## config.mk

```make
export PLATFORM = sky130hd
export DESIGN_NAME = priority_ready_queue_scheduler
export DESIGN_NICKNAME = d
export VERILOG_FILES = /design/src/hw/rtl/prq_pkg.sv /design/src/hw/rtl/prq_ram.sv /design/src/hw/rtl/prq_scan.sv /design/src/hw/rtl/priority_ready_queue_scheduler.sv
export SDC_FILE = /design/constraint.sdc
export NUM_CORES = 1
export LEC_CHECK = 0
export BUFFER_PORTS_ARGS = -buffer_cell sky130_fd_sc_hd__buf_2
export CELL_PAD_IN_SITES_DETAIL_PLACEMENT = 1
export CELL_PAD_IN_SITES_GLOBAL_PLACEMENT = 1
export CORE_MARGIN = 1
export CORE_UTILIZATION = 48
export DETAILED_ROUTE_END_ITERATION = 10
export GPL_TIMING_DRIVEN = 0
export PLACE_DENSITY_LB_ADDON = 0.05
export SYNTH_ARGS = -nofsm -noshare
export SYNTH_HDL_FRONTEND = slang
export SYNTH_SLANG_ARGS = --single-unit
```

## constraint.sdc

```tcl
create_clock -name clk -period 5 [get_ports clk]
set_input_delay 1 -clock clk [delete_from_list [all_inputs] [get_ports clk]]
set_output_delay 1 -clock clk [all_outputs]
set_load 0.05 [all_outputs]
```

## src/hw/rtl/prq_pkg.sv

```systemverilog
`timescale 1ns / 1ps
`default_nettype none
// ---------------------------------------------------------------------------
// prq_pkg - shared types and constants of the priority ready queue
// Beat formats, operation and status codes, default sizes.
// ---------------------------------------------------------------------------
package prq_pkg;

  // default sizes
  localparam int DEF_NUM_PRIORITIES = 32;
  localparam int DEF_NUM_TASKS      = 32;

  // beat field widths
  localparam int MODE_W   = 2;
  localparam int TASK_W   = 5;
  localparam int PRIO_W   = 5;
  localparam int STATUS_W = 2;

  // bitmap scan: levels examined per cycle
  localparam int SCAN_GROUP_W = 8;
  localparam int SCAN_ENC_W   = $clog2(SCAN_GROUP_W);

  // operation codes
  localparam logic [MODE_W-1:0] MODE_ADD    = 2'd0;
  localparam logic [MODE_W-1:0] MODE_REMOVE = 2'd1;
  localparam logic [MODE_W-1:0] MODE_SCHED  = 2'd2;

  // status codes
  localparam logic [STATUS_W-1:0] ST_OK         = 2'd0;
  localparam logic [STATUS_W-1:0] ST_DUP_ADD    = 2'd1;
  localparam logic [STATUS_W-1:0] ST_NOT_QUEUED = 2'd2;
  localparam logic [STATUS_W-1:0] ST_NONE_READY = 2'd3;

  typedef struct packed {
    logic [MODE_W-1:0] mode;
    logic [TASK_W-1:0] task_id;
    logic [PRIO_W-1:0] priority_req;
  } in_item_t;

  typedef struct packed {
    logic [STATUS_W-1:0] status;
    logic [TASK_W-1:0]   next_task;
    logic [PRIO_W-1:0]   next_priority;
    logic                switch_needed;
  } out_item_t;

  // scan unit status toward the sequencer
  typedef struct packed {
    logic done;
    logic found;
  } scan_sts_t;

endpackage
`default_nettype wire

```

## src/hw/rtl/prq_ram.sv

```systemverilog
`timescale 1ns / 1ps
`default_nettype none
// ---------------------------------------------------------------------------
// prq_ram - generic simple dual port ram
// One write port, one read port with registered read data.
// ---------------------------------------------------------------------------
module prq_ram #(
  parameter int WIDTH = 8,
  parameter int DEPTH = 32,
  localparam int AW = (DEPTH > 1) ? $clog2(DEPTH) : 1
) (
  input  wire logic             clk,
  input  wire logic             we,
  input  wire logic [AW-1:0]    waddr,
  input  wire logic [WIDTH-1:0] wdata,
  input  wire logic             re,
  input  wire logic [AW-1:0]    raddr,
  output logic      [WIDTH-1:0] rdata
);

  logic [WIDTH-1:0] mem [DEPTH];

  // write port
  always_ff @(posedge clk) begin
    if (we) begin
      mem[waddr] <= wdata;
    end
  end

  // registered read, holds while idle
  always_ff @(posedge clk) begin
    if (re) begin
      rdata <= mem[raddr];
    end
  end

endmodule
`default_nettype wire

```

## src/hw/rtl/prq_scan.sv

```systemverilog
`timescale 1ns / 1ps
`default_nettype none
// ---------------------------------------------------------------------------
// prq_scan - ready bitmap scanner
// Walks the ready bitmap one group of levels per cycle from level 0 and
// reports the lowest ready level.
// ---------------------------------------------------------------------------
module prq_scan #(
  parameter int NUM_PRIORITIES = prq_pkg::DEF_NUM_PRIORITIES,
  localparam int LW = $clog2(NUM_PRIORITIES)
) (
  input  wire logic                      clk,
  input  wire logic                      rst_n,
  input  wire logic                      start,
  input  wire logic [NUM_PRIORITIES-1:0] bitmap,
  output prq_pkg::scan_sts_t             sts,
  output logic      [LW-1:0]             level
);

  localparam int GRP_W  = prq_pkg::SCAN_GROUP_W;
  localparam int GROUPS = (NUM_PRIORITIES + GRP_W - 1) / GRP_W;
  localparam int GW     = (GROUPS > 1) ? $clog2(GROUPS) : 1;
  localparam int PW     = GROUPS * GRP_W;

  logic                            busy_r;
  logic                            busy_nxt;
  logic [GW-1:0]                   grp_r;
  logic [GW-1:0]                   grp_nxt;
  logic [PW-1:0]                   padded;
  logic [GRP_W-1:0]                sel;
  logic [prq_pkg::SCAN_ENC_W-1:0]  enc;
  logic                            last_grp;

  assign padded   = PW'(bitmap);
  assign sel      = padded[grp_r*GRP_W +: GRP_W];
  assign last_grp = (grp_r == GW'(GROUPS - 1));

  // lowest set bit within the current group
  always_comb begin
    enc = '0;
    for (int i = GRP_W - 1; i >= 0; i--) begin
      if (sel[i]) begin
        enc = prq_pkg::SCAN_ENC_W'(i);
      end
    end
  end

  assign level = LW'({grp_r, enc});
  assign sts   = '{done:  busy_r && ((sel != '0) || last_grp),
                   found: busy_r && (sel != '0)};

  // group counter
  always_comb begin
    busy_nxt = busy_r;
    grp_nxt  = grp_r;
    if (start) begin
      busy_nxt = 1'b1;
      grp_nxt  = '0;
    end else if (sts.done) begin
      busy_nxt = 1'b0;
    end else if (busy_r) begin
      grp_nxt = grp_r + 1'b1;
    end
  end

  always_ff @(posedge clk) begin
    if (!rst_n) begin
      busy_r <= 1'b0;
    end else begin
      busy_r <= busy_nxt;
    end
  end

  always_ff @(posedge clk) begin
    grp_r <= grp_nxt;
  end

endmodule
`default_nettype wire

```

## src/hw/rtl/priority_ready_queue_scheduler.sv

```systemverilog
`timescale 1ns / 1ps
`default_nettype none
// ---------------------------------------------------------------------------
// priority_ready_queue_scheduler - bitmap priority ready queue
// One FIFO of task ids per priority level, kept as doubly linked lists in
// link rams, plus a ready bitmap; add, remove and schedule operations.
// ---------------------------------------------------------------------------
// The block takes one beat at a time and holds in_stall high until its work
// is done. Add onto an empty level writes the head, tail and level rams
// directly, add onto a busy level first reads the tail ram, remove reads the
// level and link rams and then the head and tail rams, and schedule scans the
// ready bitmap one group of 8 levels at a time and then reads the head ram.
// Results wait in an output register, so a new beat is taken while the
// previous result is still stalled. Rams need no clearing after reset: only
// entries of queued tasks and ready levels are ever read. Errors (duplicate
// add, removal of a task that is not queued, schedule with nothing ready)
// return a status code and leave the state unchanged. Removing the current
// task does not change it; the next schedule does.
module priority_ready_queue_scheduler #(
  parameter int NUM_PRIORITIES = prq_pkg::DEF_NUM_PRIORITIES,
  parameter int NUM_TASKS      = prq_pkg::DEF_NUM_TASKS
) (
  input  wire logic        clk,
  input  wire logic        rst_n,
  input  wire logic        in_valid,
  output logic             in_stall,
  input  wire prq_pkg::in_item_t in_data,
  output logic             out_valid,
  input  wire logic        out_stall,
  output prq_pkg::out_item_t out_data
);

  localparam int TW = (NUM_TASKS > 1) ? $clog2(NUM_TASKS) : 1;
  localparam int LW = $clog2(NUM_PRIORITIES);

  // sequencer states
  localparam logic [2:0] S_IDLE    = 3'd0;
  localparam logic [2:0] S_RD_LVL  = 3'd1;
  localparam logic [2:0] S_RD_HT   = 3'd2;
  localparam logic [2:0] S_SCAN    = 3'd3;
  localparam logic [2:0] S_RD_HEAD = 3'd4;
  localparam logic [2:0] S_FIN     = 3'd5;

  logic [2:0]                    state_r, state_nxt;
  logic [prq_pkg::MODE_W-1:0]    op_r, op_nxt;
  logic [TW-1:0]                 tid_r, tid_nxt;
  logic [LW-1:0]                 lvl_r, lvl_nxt;
  logic [TW-1:0]                 nxt_r, nxt_nxt;
  logic [TW-1:0]                 prv_r, prv_nxt;
  prq_pkg::out_item_t            res_r, res_nxt;

  logic                          out_valid_r, out_valid_nxt;
  prq_pkg::out_item_t            out_data_r, out_data_nxt;

  logic [NUM_PRIORITIES-1:0]     ready_r;
  logic [NUM_TASKS-1:0]          queued_r;
  logic                          run_valid_r, run_valid_nxt;
  logic [TW-1:0]                 run_task_r, run_task_nxt;

  // bitmap and queued flag updates
  logic                          rdy_set, rdy_clr;
  logic [LW-1:0]                 rdy_idx;
  logic                          q_set, q_clr;
  logic [TW-1:0]                 q_idx;

  // input decode
  logic [TW-1:0]                 tid_in;
  logic [LW-1:0]                 lvl_in;
  logic                          tid_ok;

  // ram ports
  logic          nl_we, nl_re, pl_we, pl_re, tl_we, tl_re;
  logic          hd_we, hd_re, tt_we, tt_re;
  logic [TW-1:0] nl_wa, nl_ra, nl_wd, nl_rd;
  logic [TW-1:0] pl_wa, pl_ra, pl_wd, pl_rd;
  logic [TW-1:0] tl_wa, tl_ra;
  logic [LW-1:0] tl_wd, tl_rd;
  logic [LW-1:0] hd_wa, hd_ra, tt_wa, tt_ra;
  logic [TW-1:0] hd_wd, hd_rd, tt_wd, tt_rd;

  // scanner
  logic                  scan_start;
  prq_pkg::scan_sts_t    scan_sts;
  logic [LW-1:0]         scan_lvl;

  logic                  is_head, is_tail;

  assign in_stall  = (state_r != S_IDLE);
  assign out_valid = out_valid_r;
  assign out_data  = out_data_r;

  assign tid_in = TW'(in_data.task_id);
  assign tid_ok = (32'(in_data.task_id) < NUM_TASKS);
  assign lvl_in = (32'(in_data.priority_req) >= NUM_PRIORITIES) ?
                  LW'(NUM_PRIORITIES - 1) : LW'(in_data.priority_req);

  assign is_head = (hd_rd == tid_r);
  assign is_tail = (tt_rd == tid_r);

  // link, level, head and tail memories
  prq_ram #(.WIDTH(TW), .DEPTH(NUM_TASKS)) u_next_link (
    .clk(clk), .we(nl_we), .waddr(nl_wa), .wdata(nl_wd),
    .re(nl_re), .raddr(nl_ra), .rdata(nl_rd)
  );

  prq_ram #(.WIDTH(TW), .DEPTH(NUM_TASKS)) u_prev_link (
    .clk(clk), .we(pl_we), .waddr(pl_wa), .wdata(pl_wd),
    .re(pl_re), .raddr(pl_ra), .rdata(pl_rd)
  );

  prq_ram #(.WIDTH(LW), .DEPTH(NUM_TASKS)) u_task_level (
    .clk(clk), .we(tl_we), .waddr(tl_wa), .wdata(tl_wd),
    .re(tl_re), .raddr(tl_ra), .rdata(tl_rd)
  );

  prq_ram #(.WIDTH(TW), .DEPTH(NUM_PRIORITIES)) u_list_head (
    .clk(clk), .we(hd_we), .waddr(hd_wa), .wdata(hd_wd),
    .re(hd_re), .raddr(hd_ra), .rdata(hd_rd)
  );

  prq_ram #(.WIDTH(TW), .DEPTH(NUM_PRIORITIES)) u_list_tail (
    .clk(clk), .we(tt_we), .waddr(tt_wa), .wdata(tt_wd),
    .re(tt_re), .raddr(tt_ra), .rdata(tt_rd)
  );

  prq_scan #(.NUM_PRIORITIES(NUM_PRIORITIES)) u_scan (
    .clk(clk), .rst_n(rst_n), .start(scan_start), .bitmap(ready_r),
    .sts(scan_sts), .level(scan_lvl)
  );

  // sequencer
  always_comb begin
    state_nxt     = state_r;
    op_nxt        = op_r;
    tid_nxt       = tid_r;
    lvl_nxt       = lvl_r;
    nxt_nxt       = nxt_r;
    prv_nxt       = prv_r;
    res_nxt       = res_r;
    run_valid_nxt = run_valid_r;
    run_task_nxt  = run_task_r;
    out_data_nxt  = out_data_r;
    out_valid_nxt = out_valid_r && out_stall;
    rdy_set = 1'b0;  rdy_clr = 1'b0;  rdy_idx = lvl_r;
    q_set   = 1'b0;  q_clr   = 1'b0;  q_idx   = tid_r;
    scan_start = 1'b0;
    nl_we = 1'b0; nl_wa = '0; nl_wd = '0; nl_re = 1'b0; nl_ra = '0;
    pl_we = 1'b0; pl_wa = '0; pl_wd = '0; pl_re = 1'b0; pl_ra = '0;
    tl_we = 1'b0; tl_wa = '0; tl_wd = '0; tl_re = 1'b0; tl_ra = '0;
    hd_we = 1'b0; hd_wa = '0; hd_wd = '0; hd_re = 1'b0; hd_ra = '0;
    tt_we = 1'b0; tt_wa = '0; tt_wd = '0; tt_re = 1'b0; tt_ra = '0;

    unique case (state_r)
      S_IDLE: begin
        if (in_valid) begin
          op_nxt  = in_data.mode;
          tid_nxt = tid_in;
          lvl_nxt = lvl_in;
          res_nxt = '0;
          unique case (in_data.mode)
            prq_pkg::MODE_ADD: begin
              if (!tid_ok || queued_r[tid_in]) begin
                res_nxt.status = prq_pkg::ST_DUP_ADD;
                state_nxt      = S_FIN;
              end else if (ready_r[lvl_in]) begin
                // level busy: fetch its tail first
                tt_re     = 1'b1;
                tt_ra     = lvl_in;
                state_nxt = S_RD_HT;
              end else begin
                // empty level: task becomes head and tail
                hd_we = 1'b1; hd_wa = lvl_in; hd_wd = tid_in;
                tt_we = 1'b1; tt_wa = lvl_in; tt_wd = tid_in;
                tl_we = 1'b1; tl_wa = tid_in; tl_wd = lvl_in;
                rdy_set   = 1'b1;
                rdy_idx   = lvl_in;
                q_set     = 1'b1;
                q_idx     = tid_in;
                state_nxt = S_FIN;
              end
            end
            prq_pkg::MODE_REMOVE: begin
              if (!tid_ok || !queued_r[tid_in]) begin
                res_nxt.status = prq_pkg::ST_NOT_QUEUED;
                state_nxt      = S_FIN;
              end else begin
                tl_re = 1'b1; tl_ra = tid_in;
                nl_re = 1'b1; nl_ra = tid_in;
                pl_re = 1'b1; pl_ra = tid_in;
                state_nxt = S_RD_LVL;
              end
            end
            prq_pkg::MODE_SCHED: begin
              scan_start = 1'b1;
              state_nxt  = S_SCAN;
            end
            default: begin
              state_nxt = S_FIN;
            end
          endcase
        end
      end

      // remove: level and neighbors known, fetch head and tail
      S_RD_LVL: begin
        lvl_nxt = tl_rd;
        nxt_nxt = nl_rd;
        prv_nxt = pl_rd;
        hd_re = 1'b1; hd_ra = tl_rd;
        tt_re = 1'b1; tt_ra = tl_rd;
        state_nxt = S_RD_HT;
      end

      // link update for add onto a busy level, or for remove
      S_RD_HT: begin
        if (op_r == prq_pkg::MODE_ADD) begin
          nl_we = 1'b1; nl_wa = tt_rd; nl_wd = tid_r;
          pl_we = 1'b1; pl_wa = tid_r; pl_wd = tt_rd;
          tt_we = 1'b1; tt_wa = lvl_r; tt_wd = tid_r;
          tl_we = 1'b1; tl_wa = tid_r; tl_wd = lvl_r;
          q_set = 1'b1;
        end else begin
          priority if (is_head && is_tail) begin
            rdy_clr = 1'b1;
          end else if (is_head) begin
            hd_we = 1'b1; hd_wa = lvl_r; hd_wd = nxt_r;
          end else if (is_tail) begin
            tt_we = 1'b1; tt_wa = lvl_r; tt_wd = prv_r;
          end else begin
            nl_we = 1'b1; nl_wa = prv_r; nl_wd = nxt_r;
            pl_we = 1'b1; pl_wa = nxt_r; pl_wd = prv_r;
          end
          q_clr = 1'b1;
        end
        state_nxt = S_FIN;
      end

      // schedule: wait for the lowest ready level
      S_SCAN: begin
        if (scan_sts.done) begin
          if (scan_sts.found) begin
            hd_re     = 1'b1;
            hd_ra     = scan_lvl;
            lvl_nxt   = scan_lvl;
            state_nxt = S_RD_HEAD;
          end else begin
            res_nxt.status = prq_pkg::ST_NONE_READY;
            state_nxt      = S_FIN;
          end
        end
      end

      // schedule: head of that level becomes the current task
      S_RD_HEAD: begin
        res_nxt.next_task     = prq_pkg::TASK_W'(hd_rd);
        res_nxt.next_priority = prq_pkg::PRIO_W'(lvl_r);
        res_nxt.switch_needed = !run_valid_r || (run_task_r != hd_rd);
        run_valid_nxt = 1'b1;
        run_task_nxt  = hd_rd;
        state_nxt     = S_FIN;
      end

      // hand the result to the output register once it is free
      S_FIN: begin
        if (!out_valid_r || !out_stall) begin
          out_valid_nxt = 1'b1;
          out_data_nxt  = res_r;
          state_nxt     = S_IDLE;
        end
      end

      default: begin
        state_nxt = S_IDLE;
      end
    endcase
  end

  // control state
  always_ff @(posedge clk) begin
    if (!rst_n) begin
      state_r     <= S_IDLE;
      out_valid_r <= 1'b0;
      ready_r     <= '0;
      queued_r    <= '0;
      run_valid_r <= 1'b0;
      run_task_r  <= '0;
    end else begin
      state_r     <= state_nxt;
      out_valid_r <= out_valid_nxt;
      run_valid_r <= run_valid_nxt;
      run_task_r  <= run_task_nxt;
      if (rdy_set) begin
        ready_r[rdy_idx] <= 1'b1;
      end else if (rdy_clr) begin
        ready_r[rdy_idx] <= 1'b0;
      end
      if (q_set) begin
        queued_r[q_idx] <= 1'b1;
      end else if (q_clr) begin
        queued_r[q_idx] <= 1'b0;
      end
    end
  end

  // operands and result
  always_ff @(posedge clk) begin
    op_r       <= op_nxt;
    tid_r      <= tid_nxt;
    lvl_r      <= lvl_nxt;
    nxt_r      <= nxt_nxt;
    prv_r      <= prv_nxt;
    res_r      <= res_nxt;
    out_data_r <= out_data_nxt;
  end

endmodule
`default_nettype wire
```

==> flow_summary.ini <==
[worst_setup_path]
critPathArrivalTime_ns = 5.56
crit_required_ns = 5.41
worstPathMaxFanout = 10
r2r_cells = 12
cp-end-kind = flip-flop
path_class = in2reg
start_kind = primary input

[detailed_routing]
drc = 0
drt_iter0_markers = 2470
ant_nets = 0
routed-via-count = 27600
wire_per_inst_um = 31.4
vias_per_cell = 6.32
wirelength_um = 137000
dr.pass1.iters = 5

[timing]
period_share_pct = 103
clock.fmax_ghz = 0.194
slew_headroom_pct = 3.66
timing.final.ws_setup_ns = -0.151
min_period_ns = 5.15
setup_violations = 4
skew_ns = 0.0232
hold_viol = 0
tightest_slew_ns = 1.45
slew_violations = 0
rsz0062_at_grt = no

[placement]
gp_congestion = 0.925
portBuffers = 27
dp_hpwl_um = 97500
pre_cts_slack_ns = -1.63

[global_route]
antenna_found_initial = 1
grt_max_degree = 37
grt_pass1_wl_um = 197000
overflow = 0
grt_pass1_vias = 28500
gr-usage-all-layers_pct = 31.9

[logic_synthesis]
postSynthCellCount = 3002
syn_area_um2 = 40800
yosysTopAreaCellShare_pct = 64.3
netlist.top_cell.by_area = edfxtp_1
ys_seq_area_share_pct = 68.1
synth_seq_cells = 950
synth.distinct_cells = 86
avgSynthCellArea_um2 = 13.6
async_flop_share_pct = 0
synth.area.top_cells = edfxtp_1 64%, mux2i_1 6.0%, nor2_1 3.8%
ys.flop_type = edfxtp_1
synth_edf_count = 873
syn-num-nets = 3023
ys_warn_count = 0

[clock_tree]
cts_tree = done
max-clock-path-buffers = 3
cts-root-buf = clkbuf_16
clkTransAtPathRegs_ns = 0.06
cts_setup_buffers = 0
cts_buffers = 101
ctsHoldBuffers = 0
cts.sinks = 950
clk_latency_ns = 0.69
cts.htree.levels = 3

[finish]
drive_gt1_share_pct = 12.5
area_growth_pct = 14.0
final_util_pct = 55.4
num-fill-cells = 8182
nNetsFinal = 3170

[floorplan]
die-area_um2 = 86100
die_h_um = 293
fp-row-count = 106
io-pin-count = 31
coreArea_um2 = 83800
start_util_pct = 48.6
die_w_um = 293

[hold_path]
hold_class = reg2reg
whs_path_depth = 0

[status]
outcome = finished with violations
violations = negative setup slack

[pwr]
leakagePower_uw = 0.0164
vdd_drop_max_v = 0.000333
finalPower_uw = 19200
powerDensity_nw_per_um2 = 413

[run]
max-cap-violations = 0
## cells in the mapped netlist, types with 7 or more instances
master     count
o21a_1        21
o31a_1         9
nor4b_1       11
a221o_1       10
o2111ai_1     30
and2_1        20
o22ai_1       49
nor2b_1       14
inv_1         26
a31oi_1       16
nand3_1       48
a221oi_1      55
nor4_1        20
a211oi_1      99
or2_2         29
o21ai_0       99
buf_2         40
mux2_2         7
a22oi_1       13
a21oi_1      113
xor2_1         9
nand2_1      201
a2bb2oi_1      7
nor3_1        55
clkbuf_1     101
a32oi_1       16
o211ai_1       9
o31ai_1       11
edfxtp_1     873
dfxtp_1       77
xnor2_1        7
buf_1         21
nand2b_1      33
nor2_1       413
buf_4         10
a21boi_0      13
o21ai_1        7
mux4_2        31
and3_1        12
a21o_1        13
mux2i_1      246
or3_1         12
## layout make-up
cell class | instances | area [um2] | share of cell area (%)
tap | 1134 | 1420 | 3.05
multi-input combinational | 1841 | 12300 | 26.4
inverter | 30 | 120 | 0.259
sequential | 950 | 27800 | 59.7
buffer | 179 | 872 | 1.88
antenna | 2 | 5.00 | 0.0108
timing repair buffer | 46 | 494 | 1.06
clock buffer | 123 | 2680 | 5.77
clock inverter | 67 | 828 | 1.78
## cell usage in the layout (no fill, tap or decap), drive strengths merged, types with 48 or more instances in the layout
cell and n:
buf 122, nor2 414, o21ai 107, nand2 202, clkbuf 224, mux2i 246, a21oi 115, o22ai 49
dfxtp 77, a221oi 58, edfxtp 873, a211oi 100, nor3 57, nand3 48
## critical path, stage by stage
cell             delay [ns]
buf_2                  0.20
clkdlybuf4s15_1        0.92
clkbuf_1               0.97
clkbuf_1               0.77
clkbuf_1               0.68
o2111ai_1              0.24
o21ai_0                0.19
a2bb2oi_1              0.19
o2111ai_1              0.34
## path summary, 6_finish.rpt
check / from / end / slack (ns)
hold reg to reg: res_r[7] / out_data[7] / 0.42
hold / removal: res_r[7] / out_data[7] / 0.42
setup / recovery: in_data[7] / u_next_link.rdata[0] / -0.15
setup reg to reg: tid_r[2] / u_next_link.mem[23][1] / 0.30
## what timing repair did
| action | CTS | global route |
|---|---|---|
| resized for setup | 16 | 20 |
| setup endpoints to repair | 250 | 155 |
| endpoints found under the hold margin | 0 | 0 |
## state kept, by name, indices dropped and copies added, names as in the netlist, 2 cells and up, named ones only
register	count
u_list_head.mem	160
u_list_tail.mem	160
u_next_link.mem	160
u_prev_link.mem	160
u_task_level.mem	160
out_data	13
res_r	13
lvl_r	5
nxt_r	5
prv_r	5
run_task_r	5
tid_r	5
u_list_head.rdata	5
u_list_tail.rdata	5
u_next_link.rdata	5
u_prev_link.rdata	5
u_task_level.rdata	5
state_r	3
op_r	2
u_scan.grp_r	2
## per-layer routing
layer / global-route usage, % / up-vias / wire length [um]
met5: 0 / - / 9
met4: 15.3 / 2 / 6980
met3: 4.39 / 362 / 8350
met2: 53.4 / 1137 / 66600
met1: 40.9 / 14200 / 55400
li1: - / 11900 / -
## where the power goes
group	internal, uW	total (uW)	switching [uW]
logic	596	2140	1550
registers	8910	9020	111
clock network	4790	8010	3220
## metrics by stage
| step | hold slack [ns] | area, um2 | std cells | TNS, ns |
|---|---|---|---|---|
| after floorplan | 0.400 | 40800 | 3002 | 0 |
| after global placement | 0.402 | 42300 | 4163 | -1692.75 |
| after detailed placement | 0.406 | 42800 | 4181 | -477.82 |
| after CTS | 0.419 | 46400 | 4370 | 0 |
| after global routing | 0.422 | 46500 | 4370 | 0 |
| final | 0.420 | 46500 | 4372 | -0.257 |
## cells by family (layout without fill, tap and decap cells)
group / after synthesis / in the layout / synth area share [%]
compound gates: 646 / 646 / 11.2
xor+xnor: 16 / 16 / 0.344
fa+ha+maj: 5 / 5 / 0.153
buf+inv: 211 / 445 / 2.38
flops: 950 / 950 / 68.1
mux: 288 / 288 / 8.18
other cells: 0 / 2 / 0
simple gates: 886 / 886 / 9.69
(Power assumes the default switching activity.)
